`src/hdl/depth_sorted_render_list_defines.svh`:
```
// Assertion macros used by the render list top module.
`ifndef DEPTH_SORTED_RENDER_LIST_DEFINES_SVH
`define DEPTH_SORTED_RENDER_LIST_DEFINES_SVH

// Same-cycle implication, sampled on clk_i and disabled while rst_ni is low.
`define DRSL_ASSERT_IMP(lbl, ante, cons, msg) \
  lbl: assert property (@(posedge clk_i) disable iff (!rst_ni) (ante) |-> (cons)) \
    else $error(msg);

// Next-cycle implication, sampled on clk_i and disabled while rst_ni is low.
`define DRSL_ASSERT_NXT(lbl, ante, cons, msg) \
  lbl: assert property (@(posedge clk_i) disable iff (!rst_ni) (ante) |=> (cons)) \
    else $error(msg);

`endif

```
`src/hdl/drsl_pkg.sv`:
```
// Types, codes and sizes shared by the render list modules.
package drsl_pkg;

  localparam int CAPACITY      = 64;
  localparam int COUNT_W       = $clog2(CAPACITY + 1);
  localparam int IDX_W         = $clog2(CAPACITY);
  localparam int READ_IDX_W    = 6;
  localparam int ENTRY_COUNT_W = 7;
  localparam int CMP_W         = (COUNT_W > READ_IDX_W) ? COUNT_W : READ_IDX_W;

  localparam logic [1:0] CMD_INSERT = 2'd0;
  localparam logic [1:0] CMD_READ   = 2'd1;
  localparam logic [1:0] CMD_CLEAR  = 2'd2;

  localparam logic [1:0] ST_OK    = 2'd0;
  localparam logic [1:0] ST_FULL  = 2'd1;
  localparam logic [1:0] ST_RANGE = 2'd2;

  typedef struct packed {
    logic        [1:0]            cmd;
    logic signed [31:0]           sort_key;
    logic                         object_kind;
    logic        [31:0]           scale;
    logic        [15:0]           tex_width;
    logic        [15:0]           tex_height;
    logic signed [31:0]           vertical_offset;
    logic signed [15:0]           horizontal_position;
    logic signed [15:0]           scaling_compensation;
    logic        [15:0]           slice_anim;
    logic        [15:0]           slice_number;
    logic        [READ_IDX_W-1:0] read_index;
  } in_item_t;

  typedef struct packed {
    logic        [1:0]               status;
    logic signed [31:0]              out_sort_key;
    logic                            out_kind;
    logic        [31:0]              out_scale;
    logic        [15:0]              out_width;
    logic        [15:0]              out_height;
    logic signed [31:0]              out_vertical_offset;
    logic signed [15:0]              out_horizontal_position;
    logic signed [15:0]              out_compensation;
    logic        [15:0]              out_slice_anim;
    logic        [15:0]              out_slice_number;
    logic        [ENTRY_COUNT_W-1:0] entry_count;
  } out_item_t;

  // One stored render entry.
  typedef struct packed {
    logic signed [31:0] key;
    logic               kind;
    logic        [31:0] scale;
    logic        [15:0] width;
    logic        [15:0] height;
    logic signed [31:0] voff;
    logic signed [15:0] hpos;
    logic signed [15:0] comp;
    logic        [15:0] anim;
    logic        [15:0] slice;
  } entry_t;

  // Per-cell control from the list controller.
  typedef struct packed {
    logic ins;
    logic valid;
  } cell_ctrl_t;

endpackage

```
`src/hdl/drsl_cell.sv`:
```
// One position of the sorted list: holds an entry and shifts or takes the new one.
module drsl_cell import drsl_pkg::*; (
  input  logic       clk_i,
  input  cell_ctrl_t ctrl_i,
  input  entry_t     new_i,
  input  entry_t     prev_i,
  input  logic       prev_ge_i,
  output entry_t     entry_o,
  output logic       ge_o
);

  entry_t entry_q;
  entry_t entry_d;

  // A held entry with an equal or larger key stays in front of the new one.
  assign ge_o = ctrl_i.valid && ($signed(entry_q.key) >= $signed(new_i.key));

  always_comb begin
    entry_d = entry_q;
    if (ctrl_i.ins && !ge_o) begin
      entry_d = prev_ge_i ? new_i : prev_i;
    end
  end

  always_ff @(posedge clk_i) begin
    entry_q <= entry_d;
  end

  assign entry_o = entry_q;

endmodule

```
`config.mk`:
```
export PLATFORM = sky130hd
export DESIGN_NAME = drsl_cell
export DESIGN_NICKNAME = d
export VERILOG_FILES = /design/src/hdl/depth_sorted_render_list_defines.svh /design/src/hdl/drsl_pkg.sv /design/src/hdl/drsl_cell.sv
export SDC_FILE = /design/constraint.sdc
export NUM_CORES = 1
export LEC_CHECK = 0
export BUFFER_PORTS_ARGS = -buffer_cell sky130_fd_sc_hd__buf_2
export CAP_MARGIN = 20
export CELL_PAD_IN_SITES_DETAIL_PLACEMENT = 1
export CELL_PAD_IN_SITES_GLOBAL_PLACEMENT = 1
export CORE_AREA = 2 2 225 227
export CTS_CLUSTER_DIAMETER = 120
export DETAILED_ROUTE_END_ITERATION = 7
export DIE_AREA = 0 0 227 229
export PLACE_DENSITY_LB_ADDON = 0.1
export RECOVER_POWER = 100
export SYNTH_ARGS = -nofsm -noshare
export SYNTH_HDL_FRONTEND = slang
export SYNTH_SLANG_ARGS = --single-unit
export TNS_END_PERCENT = 5
```
`constraint.sdc`:
```
create_clock -name clk_i -period 6.7 [get_ports clk_i]
set_input_delay 0.335 -clock clk_i [delete_from_list [all_inputs] [get_ports clk_i]]
set_output_delay 0.335 -clock clk_i [all_outputs]
set_load 0.02 [all_outputs]
```
* Yosys cells after proc, flatten, opt, wreduce, memory -nomap -nowiden
Index checks and enable logic that the tools add are counted.
Widths: inputs -> output; s select.
** Storage, ports and cells
- Logic and storage cells :: 15
- Memory bits (writable) :: 0
- Memories :: 0
- Register bits :: 193
- Input port bits :: 390
- Latch bits :: 0
- Output and inout bits :: 194
- ROM bits :: 0
** Cells by class
- Add/subtract/negate cells :: 0
- Reduce and logical (&&, ||, !) cells :: 3
- Order comparisons :: 1
- Multiply operators :: 0
- Mux-type cells :: 1
- Equality and inequality tests :: 0
- Bitwise operators :: 0
- Div/mod/pow operators :: 0
- Shift operators :: 0
** Operators with widths (count)
- $mux 193 :: 1
- $ge 32x32->1 :: 1
- $logic_and 1x1->1 :: 2
- $logic_not 1->1 :: 1

* Longest topological paths before layout
Gate-level depths: netlist of run 1.
- Depth after elaboration :: 4
- Mapped depth :: 7
- Gate-level depth less buffers :: 7

* Worst setup path after synthesis of run 1
Ideal clock, no wire load.
- Path type :: flip-flop to flip-flop
- From :: register entry_q, in the netlist entry_o[191]
- To :: register entry_q, in the netlist entry_o[0] (enable)
- Path slack :: 0.118 ns
- Required time :: 6.127 ns
- Cell stages (with the launch flop) :: 7
- Clock period less this slack :: 6.582 ns
- Path buffers :: 0
- Data arrival time :: 6.009 ns
- Cells stage by stage :: edfxtp_1 -> ha_1 -> a21oi_1 -> nand2_1 -> a221o_1 -> o211ai_1 -> and4_1
** On the way
- Word-level cells in the longest chain between the ends :: 4
** Ends and longest elaborated chain
- start: declaration :: RTL line drsl_cell.sv:12 : entry_t entry_q;
- start signal: assignment :: RTL line drsl_cell.sv:26 : entry_q <= entry_d;
- $ge 32x32->1 :: RTL line drsl_cell.sv:16 : assign ge_o = ctrl_i.valid && ($signed(entry_q.key) >= $signed(new_i.key));
- $logic_and 1x1->1 :: RTL line drsl_cell.sv:16
- $logic_not 1->1 :: RTL line drsl_cell.sv:20 : if (ctrl_i.ins && !ge_o) begin
- $logic_and 1x1->1 :: RTL line drsl_cell.sv:20
No other way between the ends.
A chain may end at the register's enable or synchronous reset.

* Final worst setup path of run 1
- From :: register entry_q, in the netlist entry_o[162]
- To :: register entry_q, in the netlist entry_o[71] (enable)
The elaborated chain is that of the path after synthesis.

==> results.md, run 1 <==
* Post-Syn Area at ~8900 µm²
* Seq cells post-synth at 193
* Post-CTS setup buffers at 0
* Post-synthesis sequential area ratio at 0.6521
* Pleak at 5.160 nW
* Total GRT Usage at 0.1418
* Drt drc at 0
* Max Cap Viol at 3
* Max-slew violations at ~220
* Post-cts hold buffer count at 0
* Crit path launch type: register
* WS Path Type: reg -> reg
* Pwr per Cell Area at roughly 250 nW/µm²
* Cts repair resizes at 0
* Worst-Skew Late Latency at ~0.5 ns
* Required @ worst endpoint at about 6.8 ns
* H-tree levels at 4
* CTS tree: built
* Critical Path Sink Type: register
* Yosys top cell by area: edfxtp_1
* Synth Area in Compound Gates at 0.01774
* Fin crit period at 4.657 ns
* Initial antenna violation count at 26
* Failing checks: max-capacitance violations, max-slew violations
* Synth Area in Adders at 0.04505
* Post-Syn Area per Cell at 16.96 µm²
* HP Class: in -> reg
* Post-Synthesis Cells at roughly 520
* Area of the multi-input gates at roughly 2900 µm²
* Final Setup Violations at 0
* Root buf cell: clkbuf_16
* Worst slew margin at -2.302
* FF/Latch Area at 5796 µm²
* Met1 Track Usage GR at 0.1397
* Cts bufs inserted at 17
* Hpwl dp at just under 30000 µm
* Largest family of logic cells by synthesized area: multiplexers
* Post-synth ARST share at 0
* Final worst path period share at 0.6951
* Clk buf depth at 2
* Crit path max fanout at 73
* Synthesized Nets at 946
* Setup TNS at 0 ns
* GRT overflow at 0
* First-pass GRT wire length at 51540 µm
* Post-synth top area share at 0.6521
* Clock Skews at ~0.013 ns
* Post-synth EDFFs at 193
* Clock transition at the registers of the reported paths at 0.08 ns
* Max FFs per register at 193
* First-pass DRT Iterations at 4
* Die height at roughly 230 µm
* Die Span X at 227 µm
* Crit path DAT at between 4 and 5 ns
* Synth cell types at 27
* DRT antenna net count at 0
* Final core occ at 0.2604
* Synth Warn # at 0
* Layer carrying the most global-route usage: met2
* Post-synthesis mux area share at 0.2445
* VDD IR max at 0.1729 mV
* Worst hold margin at 0.1344 ns
* Hold Vio Cnt, Final at 0
* WL/cell at 20.38 µm
* GR Layer Usage met2 at 0.2506
* DR iter-0 viols at 263
* Synth Flop Type: edfxtp_1
* IO Port Bufs at 583
* Area contributors post-synth: edfxtp_1, mux2_2, ha_1
* FILL cells at between 5000 and 6000
* P&R area growth vs syn at 45.47%
* Peak Freq at 214.7 MHz
* Xor-xnor portion of the synthesized cell area at 0
* Met3 GRT Util at 0.08031
* Synth Area in Simple Gates at 0.01689
* Clock sink count at approximately 190
* RSZ-0062 raised after global routing: no
* Nets@finish at 1530
* Pin count of the biggest net entering global routing at 116
* Share of layout cells above drive strength 1 at 0.5402
* Via/cell ratio at 3.826
* Outcome: finished, violations left
* Top-level I/O count at 584
* # rows at 82
* Number of global-route vias before repair at between 7000 and 8000
* Initial Utilization at 0.1790
* Routed wire length at approximately 37000 µm
* Vias at 6890
* Core Footprint at a little under 50000 µm²
* GP Congestion at slightly below 0.8
* Die area at 51980 µm²
* Slew @ Worst Pin at 4.953 ns
-- power by group --
part	internal [W]	leakage, nW	switching, W	total (W)
registers	0.00149	1.85	0.0000333	0.00152
logic	0.000235	3.04	0.000382	0.000618
clock network	0.000518	0.267	0.000535	0.00105
-- critical path, stage by stage, from the launching register on --
cell and delay, ns:
edfxtp_1 0.40, ha_1 0.30, nor2b_1 0.13, o211ai_1 0.21, a211oi_1 0.11, o41ai_1 0.56, and4_4 0.87, clkbuf_2 1.60
-- area by class of cell --
cell class	instances	area share
inverters	33	0.009581
well taps	672	0.06503
multi-input cells	277	0.2231
repair buffers	586	0.2091
clock buffers	18	0.03319
diodes	9	0.001742
flip-flops and latches	193	0.4483
clock inverters	13	0.009968
-- worst paths after layout --
| path | startpoint | to | slack, ns | cells after the start |
|---|---|---|---|---|
| max | entry_o[162]$_DFFE_PP_ | entry_o[71]$_DFFE_PP_ | 2.04 | 7 |
| min reg2reg | entry_o[176]$_DFFE_PP_ | entry_o[192]$_DFFE_PP_ | 1.35 | 3 |
| max reg2reg | entry_o[162]$_DFFE_PP_ | entry_o[71]$_DFFE_PP_ | 2.04 | 7 |
| min | new_i[37] | entry_o[37]$_DFFE_PP_ | 0.13 | 2 |
-- placed cells by master, fill, tap and decap left out, types with 3 or more instances in the layout --
| master | Yosys | routed |
|---|---|---|
| a21oi_1 | 12 | 12 |
| buf_2 | 6 | 388 |
| clkbuf_1 | 13 | 196 |
| clkbuf_16 | 0 | 17 |
| clkinvlp_4 | 0 | 3 |
| diode_2 | 0 | 9 |
| edfxtp_1 | 193 | 193 |
| ha_1 | 32 | 32 |
| inv_1 | 33 | 33 |
| inv_6 | 0 | 3 |
| mux2_1 | 0 | 12 |
| mux2_2 | 193 | 181 |
| nand2_1 | 6 | 6 |
| nand3_1 | 5 | 5 |
| nand4_1 | 7 | 7 |
-- metrics by stage --
stage	total power [W]	worst slack, ns	cell area (µm²)	std cells
after global routing	0.003356	1.615	12920	1798
after global placement	0.002206	3.020	12630	1761
after detailed placement	0.002207	3.029	12630	1761
after CTS	0.003297	3.091	13190	1792
after floorplan	0.001904	0.1184	8887	524
final	0.003189	2.043	12930	1801
-- Yosys cell counts (2+ instances only) --
cell,number
buf_2,6
a21oi_1,12
nor3_1,2
o21a_1,2
edfxtp_1,193
clkbuf_1,13
nand3_1,5
inv_1,33
o2bb2ai_1,2
o21ai_0,2
o211ai_1,2
or3_1,2
nand2_1,6
nand4_1,7
mux2_2,193
buf_1,2
ha_1,32
-- cell families after synthesis --
group | after synthesis
AOI/OAI and AO/OA | 25
adders and majority gates | 32
buffers and inverters | 54
DFF | 193
muxes | 193
and+or+nand+nor | 27
-- layer usage --
layer / wire, µm / vias up
met5: 142 / -
met4: 534 / 24
met3: 4256 / 55
met2: 18980 / 317
met1: 12790 / 3284
li1: - / 3210
Power figures use the tool's default switching activity.
==> run 2, diff against run 1 <==
--- a/config.mk
+++ b/config.mk
@@ -9,10 +9,10 @@
 export CAP_MARGIN = 20
 export CELL_PAD_IN_SITES_DETAIL_PLACEMENT = 1
 export CELL_PAD_IN_SITES_GLOBAL_PLACEMENT = 1
-export CORE_AREA = 2 2 225 227
+export CORE_AREA = 2 2 227 229
 export CTS_CLUSTER_DIAMETER = 120
 export DETAILED_ROUTE_END_ITERATION = 7
-export DIE_AREA = 0 0 227 229
+export DIE_AREA = 0 0 229 231
 export PLACE_DENSITY_LB_ADDON = 0.1
 export RECOVER_POWER = 100
 export SYNTH_ARGS = -nofsm -noshare
==> constraint.sdc (replaced) <==
create_clock -name clk_i -period 4.8 [get_ports clk_i]
set_input_delay 0.24 -clock clk_i [delete_from_list [all_inputs] [get_ports clk_i]]
set_output_delay 0.24 -clock clk_i [all_outputs]
set_load 0.02 [all_outputs]
==> run 2 against run 1 <==
The run still ends with max-capacitance violations, max-slew violations left. Hold slack got worse by 0.076 ns. Cell area increased by 2.9%. Power grew 39%. Register-to-register slack worse by 0.89 ns. First-iteration DRC count fell by 24%. Routed wire length fell by 1.6%. Utilization increased by 0.22 points. Clock skew barely moved. Critical path depth stayed put. Critical endpoint is now entry_o[49]$_DFFE_PP_. Highest routed layer unchanged.
==> results.md, run 2 (same netlist as run 1, synthesis figures left out) <==
* Sw Share at 0.2936 (was 0.2981)
* DRT antenna net count at 0 (unchanged)
* Final core occ at 0.2625 (was 0.2604)
* Pin count of the biggest net entering global routing at 89 (was 116)
* Drt drc at 0 (unchanged)
* FF-to-FF setup slack at 1.15 ns (was 2.04 ns)
* Crit path DAT at 3.77 ns (was 4.73 ns)
* Setup TNS at 0 ns (unchanged)
* Most common cell after layout, fill and taps aside: buf_2 (unchanged)
* FF/Latch Area at 5796 µm² (unchanged)
* IO Port Bufs at 583 (unchanged)
* Routed wire length at 36100 µm (was 36700 µm)
* P&R area growth vs syn at 49.71% (was 45.47%)
* Share of layout cells above drive strength 1 at 0.5203 (was 0.5402)
* RSZ-0062 raised after global routing: no (unchanged)
* Fin crit period at 3.649 ns (was 4.657 ns)
* Required @ worst endpoint at 4.92 ns (was 6.78 ns)
* Worst setup margin at 1.151 ns (was 2.043 ns)
* Comb pwr share at 0.201 (was 0.194)
* Max-slew violations at 89 (was 223)
* Peak Freq at 274.0 MHz (was 214.7 MHz)
* WS Path Type: reg -> reg (unchanged)
* Core Footprint at 50680 µm² (was 49660 µm²)
* CP Launch Point: entry_o[192]$_DFFE_PP_ (was entry_o[162]$_DFFE_PP_)
* Die Span X at 229 µm (was 227 µm)
* Total power at 0.004440 W (was 0.003189 W)
* Final Setup Violations at 0 (unchanged)
* FILL cells at 5835 (was 5698)
* Hold Vio Cnt, Final at 0 (unchanged)
* Root buf cell: clkbuf_16 (unchanged)
* Top-level I/O count at 584 (unchanged)
* Initial antenna violation count at 19 (was 26)
* WL/cell at 19.54 µm (was 20.38 µm)
* Max FFs per register at 193 (unchanged)
* Post-Place Setup Slack at 1.692 ns (was 3.029 ns)
* Worst slew margin at -0.6593 (was -2.302)
* CTS tree: built (unchanged)
* Cts bufs inserted at 17 (unchanged)
* Total GRT Usage at 0.1360 (was 0.1418)
* Pwr per Cell Area at 333.7 nW/µm² (was 246.6 nW/µm²)
* Die area at 52900 µm² (was 51980 µm²)
* Reg2Reg Depth at 7 (unchanged)
* # rows at 83 (was 82)
* Worst-Skew Late Latency at 0.48 ns (was 0.50 ns)
* Clock Skews at 0.01330 ns (was 0.01323 ns)
* Slew @ Worst Pin at 2.489 ns (was 4.953 ns)
* Number of global-route vias before repair at 7620 (was 7585)
* Internal power at 0.003137 W (was 0.002238 W)
* Critical Path End: entry_o[49]$_DFFE_PP_ (was entry_o[71]$_DFFE_PP_)
* Max stage delay on crit path at 1.12 ns (was 1.60 ns)
* Crit path max fanout at 75 (was 73)
* Pleak at 5.313 nW (was 5.160 nW)
* R2r endpoint: entry_o[49]$_DFFE_PP_ (was entry_o[71]$_DFFE_PP_)
* GP Congestion at 0.7288 (was 0.7781)
* Worst flop-to-flop path startpoint: entry_o[192]$_DFFE_PP_ (was entry_o[162]$_DFFE_PP_)
* Clock sink count at 193 (unchanged)
* Final worst path period share at 0.7603 (was 0.6951)
* Failing checks: max-capacitance violations, max-slew violations (unchanged)
* Max Cap Viol at 1 (was 3)
* CP cell instances: ha_1 > nand4_1 > nor3_1 > a221o_1 > o211ai_1 > and4_1 > buf_12 (was ha_1 > nor2b_1 > o211ai_1 > a211oi_1 > o41ai_1 > and4_4 > clkbuf_2)
* Area of the multi-input gates at 2882 µm² (was 2884 µm²)
* Worst hold margin at 0.05830 ns (was 0.1344 ns)
* Crit path launch type: register (unchanged)
* Clk buf depth at 2 (unchanged)
* Clock power share at 0.323 (was 0.330)
* Commonest non-fill, non-tap cells in the layout: buf_2, clkbuf_1, edfxtp_1 (unchanged)
* DR iter-0 viols at 200 (was 263)
* Nets@finish at 1566 (was 1530)
* H-tree levels at 4 (unchanged)
* Outcome: finished, violations left (unchanged)
* GRT overflow at 0 (unchanged)
* Critical Path Sink Type: register (unchanged)
* VDD IR max at 0.2166 mV (was 0.1729 mV)
* Hpwl dp at 29060 µm (was 29000 µm)
* HP Class: in -> reg (unchanged)
* Initial Utilization at 0.1754 (was 0.1790)
* Clock transition at the registers of the reported paths at 0.08 ns (about the same)
* Sequential power share at 0.476 (about the same)
* Via/cell ratio at 3.740 (was 3.826)
* First-pass DRT Iterations at 4 (unchanged)
* Vias at 6911 (was 6890)
* Die height at 231 µm (was 229 µm)
* Crit-path slowest cell: and4_1 (was clkbuf_2)
* Switching power at 0.001304 W (was 0.0009505 W)
* First-pass GRT wire length at 51150 µm (was 51540 µm)
## run 2: changes by cell type in the layout (fill, tap and decap cells not counted), moves of 2 or more
cell           previous run  this run
buf_4                     0         2
clkinv_4                  2         0
diode_2                   9        11
dlygate4sd3_1             0        33
inv_6                     3         6
inv_8                     2         0
mux2_1                   12        18
mux2_2                  181       175
## run 2: repair_timing
item                      in CTS  in global routing
hold endpoints to repair      25                  0
buffers inserted               0                  0
hold buffers                  33                  0
resized for setup              0                  0
## run 2: layout make-up
| class | instances | share of cell area |
|---|---|---|
| Sequential cell | 193 | 0.4356 |
| Antenna cell | 11 | 0.002069 |
| Tap cell | 680 | 0.06395 |
| Multi-Input combinational cell | 277 | 0.2166 |
| Clock inverter | 14 | 0.009498 |
| Inverter | 33 | 0.009310 |
| Timing Repair Buffer | 622 | 0.2308 |
| Clock buffer | 18 | 0.03225 |
## run 2: critical path: cells and delay by family (launching register included)
family | cells | cell delay (ns)
compound gates | 2 | 0.59
fa+ha+maj | 1 | 0.35
buf+inv | 1 | 0.42
flops | 1 | 0.41
simple gates | 3 | 1.39
## run 2: stage by stage
stage	cell area, µm²	instances
6_report	13310	1848
5_1_grt	13290	1841
4_1_cts	13540	1837
3_5_place_dp	12650	1772
3_3_place_gp	12650	1772
2_1_floorplan	8889	524
## run 2: routing by layer
metal,vias up,part of all wire,GRT usage
li1,3285,-,-
met1,3233,0.35,0.1366
met2,336,0.52,0.2391
met3,43,0.11,0.07139
met4,14,0.016,0.04931
met5,-,0.0026,0
## run 2: worst min path at each step
stage,from,to,cells past startpoint
2_1_floorplan,prev_i[121],entry_o[121]$_DFFE_PP_,1
3_3_place_gp,prev_i[129],entry_o[129]$_DFFE_PP_,2
3_5_place_dp,new_i[33],entry_o[33]$_DFFE_PP_,2
4_1_cts,prev_i[181],entry_o[181]$_DFFE_PP_,2
5_1_grt,prev_i[59],entry_o[59]$_DFFE_PP_,2
6_report,new_i[55],entry_o[55]$_DFFE_PP_,2
## run 2: power groups by stage
stage / Sequential, W / Combinational, W / Clock, W
after floorplan: 0.00236 / 0.000277 / 0
after global placement: 0.00214 / 0.000942 / 0
after CTS: 0.00211 / 0.000965 / 0.00152
final: 0.00211 / 0.000893 / 0.00143
after detailed placement: 0.00215 / 0.000937 / 0
after global routing: 0.00213 / 0.000980 / 0.00155
==> run 3, diff against run 2 <==
--- a/config.mk
+++ b/config.mk
@@ -5,14 +5,15 @@
 export SDC_FILE = /design/constraint.sdc
 export NUM_CORES = 1
 export LEC_CHECK = 0
+export ABC_AREA = 1
 export BUFFER_PORTS_ARGS = -buffer_cell sky130_fd_sc_hd__buf_2
 export CAP_MARGIN = 20
 export CELL_PAD_IN_SITES_DETAIL_PLACEMENT = 1
 export CELL_PAD_IN_SITES_GLOBAL_PLACEMENT = 1
-export CORE_AREA = 2 2 227 229
+export CORE_AREA = 2 2 228 230
 export CTS_CLUSTER_DIAMETER = 120
 export DETAILED_ROUTE_END_ITERATION = 7
-export DIE_AREA = 0 0 229 231
+export DIE_AREA = 0 0 230 232
 export PLACE_DENSITY_LB_ADDON = 0.1
 export RECOVER_POWER = 100
 export SYNTH_ARGS = -nofsm -noshare
==> constraint.sdc (replaced) <==
create_clock -name clk_i -period 3.7 [get_ports clk_i]
set_input_delay 0.185 -clock clk_i [delete_from_list [all_inputs] [get_ports clk_i]]
set_output_delay 0.185 -clock clk_i [all_outputs]
set_load 0.02 [all_outputs]
==> run 3 against run 2 <==
The run still ends with max-capacitance violations, max-slew violations left. Critical path type is now in -> reg. Highest routed layer unchanged. Clock skew increased by 0.0013 ns. Register-to-register slack got worse by 0.47 ns. Global-route usage grew 1.5 points. Largest cell class is now buffers. Critical endpoint is now entry_o[160]$_DFFE_PP_.
==> results.md, run 3 <==
* Worst slew margin at -0.5861 (was -0.6593)
* WS Path Type: in -> reg (was reg -> reg)
* Post-Synthesis Cells at 590 (was 524)
* Crit path launch type: input pin (was register)
* Commonest non-fill, non-tap cells in the layout: buf_2, dlygate4sd3_1, clkbuf_1 (was buf_2, clkbuf_1, edfxtp_1)
* RSZ-0062 raised after global routing: no (unchanged)
* Slew @ Worst Pin at 2.379 ns (was 2.489 ns)
* Drt drc at 0 (unchanged)
* Hpwl dp at 30730 µm (was 29060 µm)
* Hold Vio Cnt, Final at 0 (unchanged)
* Final Setup Violations at 0 (unchanged)
* First-pass DRT Iterations at 4 (unchanged)
* DRT antenna net count at 0 (unchanged)
* Final worst path period share at 0.8392
* Post-synth EDFFs at 193 (unchanged)
* Clock Skews at 0.01465 ns (was 0.01330 ns)
* Share of layout cells above drive strength 1 at 0.3812 (was 0.5203)
* Count leader, synth: edfxtp_1
* Max-slew violations at 84 (was 89)
* Synth Warn # at 0 (unchanged)
* Seq cells post-synth at 193 (unchanged)
* Post-CTS setup buffers at 0 (unchanged)
* Top-level I/O count at 584 (unchanged)
* Initial antenna violation count at 16 (was 19)
* Die Span X at 230 µm (was 229 µm)
* Core Footprint at 50890 µm² (was 50680 µm²)
* Critical Path Sink Type: register (unchanged)
* Reg2Reg Depth at 13 (was 7)
* Initial Utilization at 0.1759 (was 0.1754)
* Vias at 8464 (was 6911)
* Internal power at 0.004391 W (was 0.003137 W)
* Post-synth top area share at 0.6475 (was 0.6521)
* Total power at 0.006209 W (was 0.004440 W)
* Fin crit period at a little over 3 ns
* Total GRT Usage at 0.1514 (was 0.1360)
* HP Class: in -> reg (unchanged)
* Pleak at 6.712 nW (was 5.313 nW)
* H-tree levels at 4 (unchanged)
* Cts repair resizes at 0 (unchanged)
* Area contributors post-synth: edfxtp_1, mux2_2, ha_1 (unchanged)
* Root buf cell: clkbuf_16 (unchanged)
* Number of global-route vias before repair at 9576 (was 7620)
* GRT overflow at 0 (unchanged)
* Nets@finish at 1928 (was 1566)
* Max FFs per register at 193 (unchanged)
* Post-synth ARST share at 0 (unchanged)
* Die area at 53360 µm² (was 52900 µm²)
* First-pass GRT wire length at 58960 µm (was 51150 µm)
* Post-synthesis sequential area ratio at 0.6475 (was 0.6521)
* Worst-Skew Late Latency at 0.49 ns (was 0.48 ns)
* Max Cap Viol at 1 (unchanged)
* Clock transition at the registers of the reported paths at 0.08 ns (about the same)
* Synth Flop Type: edfxtp_1 (unchanged)
* IO Port Bufs at 583 (unchanged)
* WL/cell at 18.09 µm (was 19.54 µm)
* Sw Share at 0.2928 (was 0.2936)
* Pin count of the biggest net entering global routing at 86 (was 89)
* P&R area growth vs syn at 83.28% (was 49.71%)
* Crit path max fanout at 85 (was 75)
* GP Congestion at 0.7557 (was 0.7288)
* Clock power share at 0.327 (was 0.323)
* Post-Syn Area per Cell at 15.17 µm² (was 16.96 µm²)
* CTS tree: built (unchanged)
* Synth cell types at 21 (was 27)
* Fin cells at 2211 (was 1848)
* Placed Cells incl. Taps at 1837 (was 1772)
* Outcome: finished, violations left (unchanged)
* Commonest cells in the netlist: edfxtp_1, mux2_2, a21oi_1 (was edfxtp_1, mux2_2, inv_1)
* Via/cell ratio at 3.828 (was 3.740)
* Synthesized Nets at 1012 (was 946)
* Clock sink count at 193 (unchanged)
* Die height at 232 µm (was 231 µm)
* Pwr per Cell Area at 378.5 nW/µm² (was 333.7 nW/µm²)
* DR iter-0 viols at 248 (was 200)
* # rows at 83 (unchanged)
* Clk buf depth at 2 (unchanged)
* VDD IR max at 0.3347 mV (was 0.2166 mV)
* Switching power at 0.001818 W (was 0.001304 W)
* Cts bufs inserted at 17 (unchanged)
* WHS Path Cells at 3 (was 2)
* Failing checks: max-capacitance violations, max-slew violations (unchanged)
* Most common cell after layout, fill and taps aside: buf_2 (unchanged)
* Sequential power share at 0.438 (was 0.476)
* Routed wire length at 40000 µm (was 36100 µm)
* Required @ worst endpoint at 3.93 ns (was 4.92 ns)
* Comb pwr share at 0.235 (was 0.201)
* Peak Freq at 322.0 MHz
* Yosys top cell by area: edfxtp_1 (unchanged)
* Post-Syn Area at 8951 µm² (was 8887 µm²)
* Crit path DAT at 3.34 ns (was 3.77 ns)
run 3: cell count changes after synthesis, moves of 4 or more:
cell      previous run  this run
buf_4                0        10
mux2_1               0        13
nand4_1              7         3
mux2_2             193       149
clkbuf_1            13         0
buf_2                6        15
nor2_1               1        39
nand2_1              6        34
inv_1               33        42
a21oi_1             12        44
run 3: logic make-up (layout without fill, tap and decap cells):
family	Yosys count	count (layout)	synth area share
buf+inv	68	997	0.03480
flops	193	193	0.6475
fa+ha+maj	32	32	0.04473
simple gates	84	84	0.03900
mux	162	162	0.2038
other cells	0	12	0
compound gates	51	51	0.03019
run 3: what timing repair did:
item,in CTS,in global routing
endpoints found under the setup margin,0,0
hold buffers,330,0
hold endpoints to repair,175,0
run 3: per-stage QoR:
step	hold WS [ns]	utilization	worst slack [ns]	TNS, ns	cell area [µm²]
5_1_grt	0.01509	0.3223	0.4391	0	16400
4_1_cts	0.0002926	0.3273	0.8616	0	16650
3_3_place_gp	0.4713	0.2501	0.8766	0	12730
3_5_place_dp	0.4724	0.2501	0.8399	0	12730
6_report	0.05178	0.3224	0.5949	0	16410
2_1_floorplan	0.3859	-	-1.372	-264.88	8971
run 3: routing by layer:
metal,up-vias,global-route usage,part of all wire
li1,4024,-,-
met1,4049,0.1619,0.38
met2,324,0.2593,0.51
met3,59,0.06631,0.086
met4,8,0.06593,0.027
met5,-,0,0.0014
run 3: final cells by class:
class | count | area, µm²
fill | 5854 | 34480
timing repair buffer | 922 | 6098
sequential | 193 | 5796
multi-input combinational | 329 | 2848
tap | 680 | 850.8
clock buffer | 17 | 425.4
clock inverter | 15 | 196.4
inverter | 43 | 161.4
antenna | 12 | 30.03
run 3: worst max-delay path: stages:
cell,delay [ns]
clkbuf_2,1.57
buf_12,0.37
mux2_2,0.39
dlygate4sd3_1,0.57
run 3: power by group through the flow:
stage | combinational, W | sequential (W) | clock, W
floorplan | 0.000370 | 0.00303 | 0
global placement | 0.00121 | 0.00276 | 0
detailed placement | 0.00121 | 0.00276 | 0
CTS | 0.00154 | 0.00272 | 0.00215
global route | 0.00159 | 0.00274 | 0.00221
finish | 0.00146 | 0.00272 | 0.00203
run 3: path summary, 6_finish.rpt:
path / startpoint / to / slack (ns)
setup / recovery: prev_ge_i / entry_o[160]$_DFFE_PP_ / 0.59
hold / removal: prev_i[176] / entry_o[176]$_DFFE_PP_ / 0.05
setup reg to reg: entry_o[168]$_DFFE_PP_ / entry_o[158]$_DFFE_PP_ / 0.68
hold reg to reg: entry_o[192]$_DFFE_PP_ / entry_o[191]$_DFFE_PP_ / 1.27
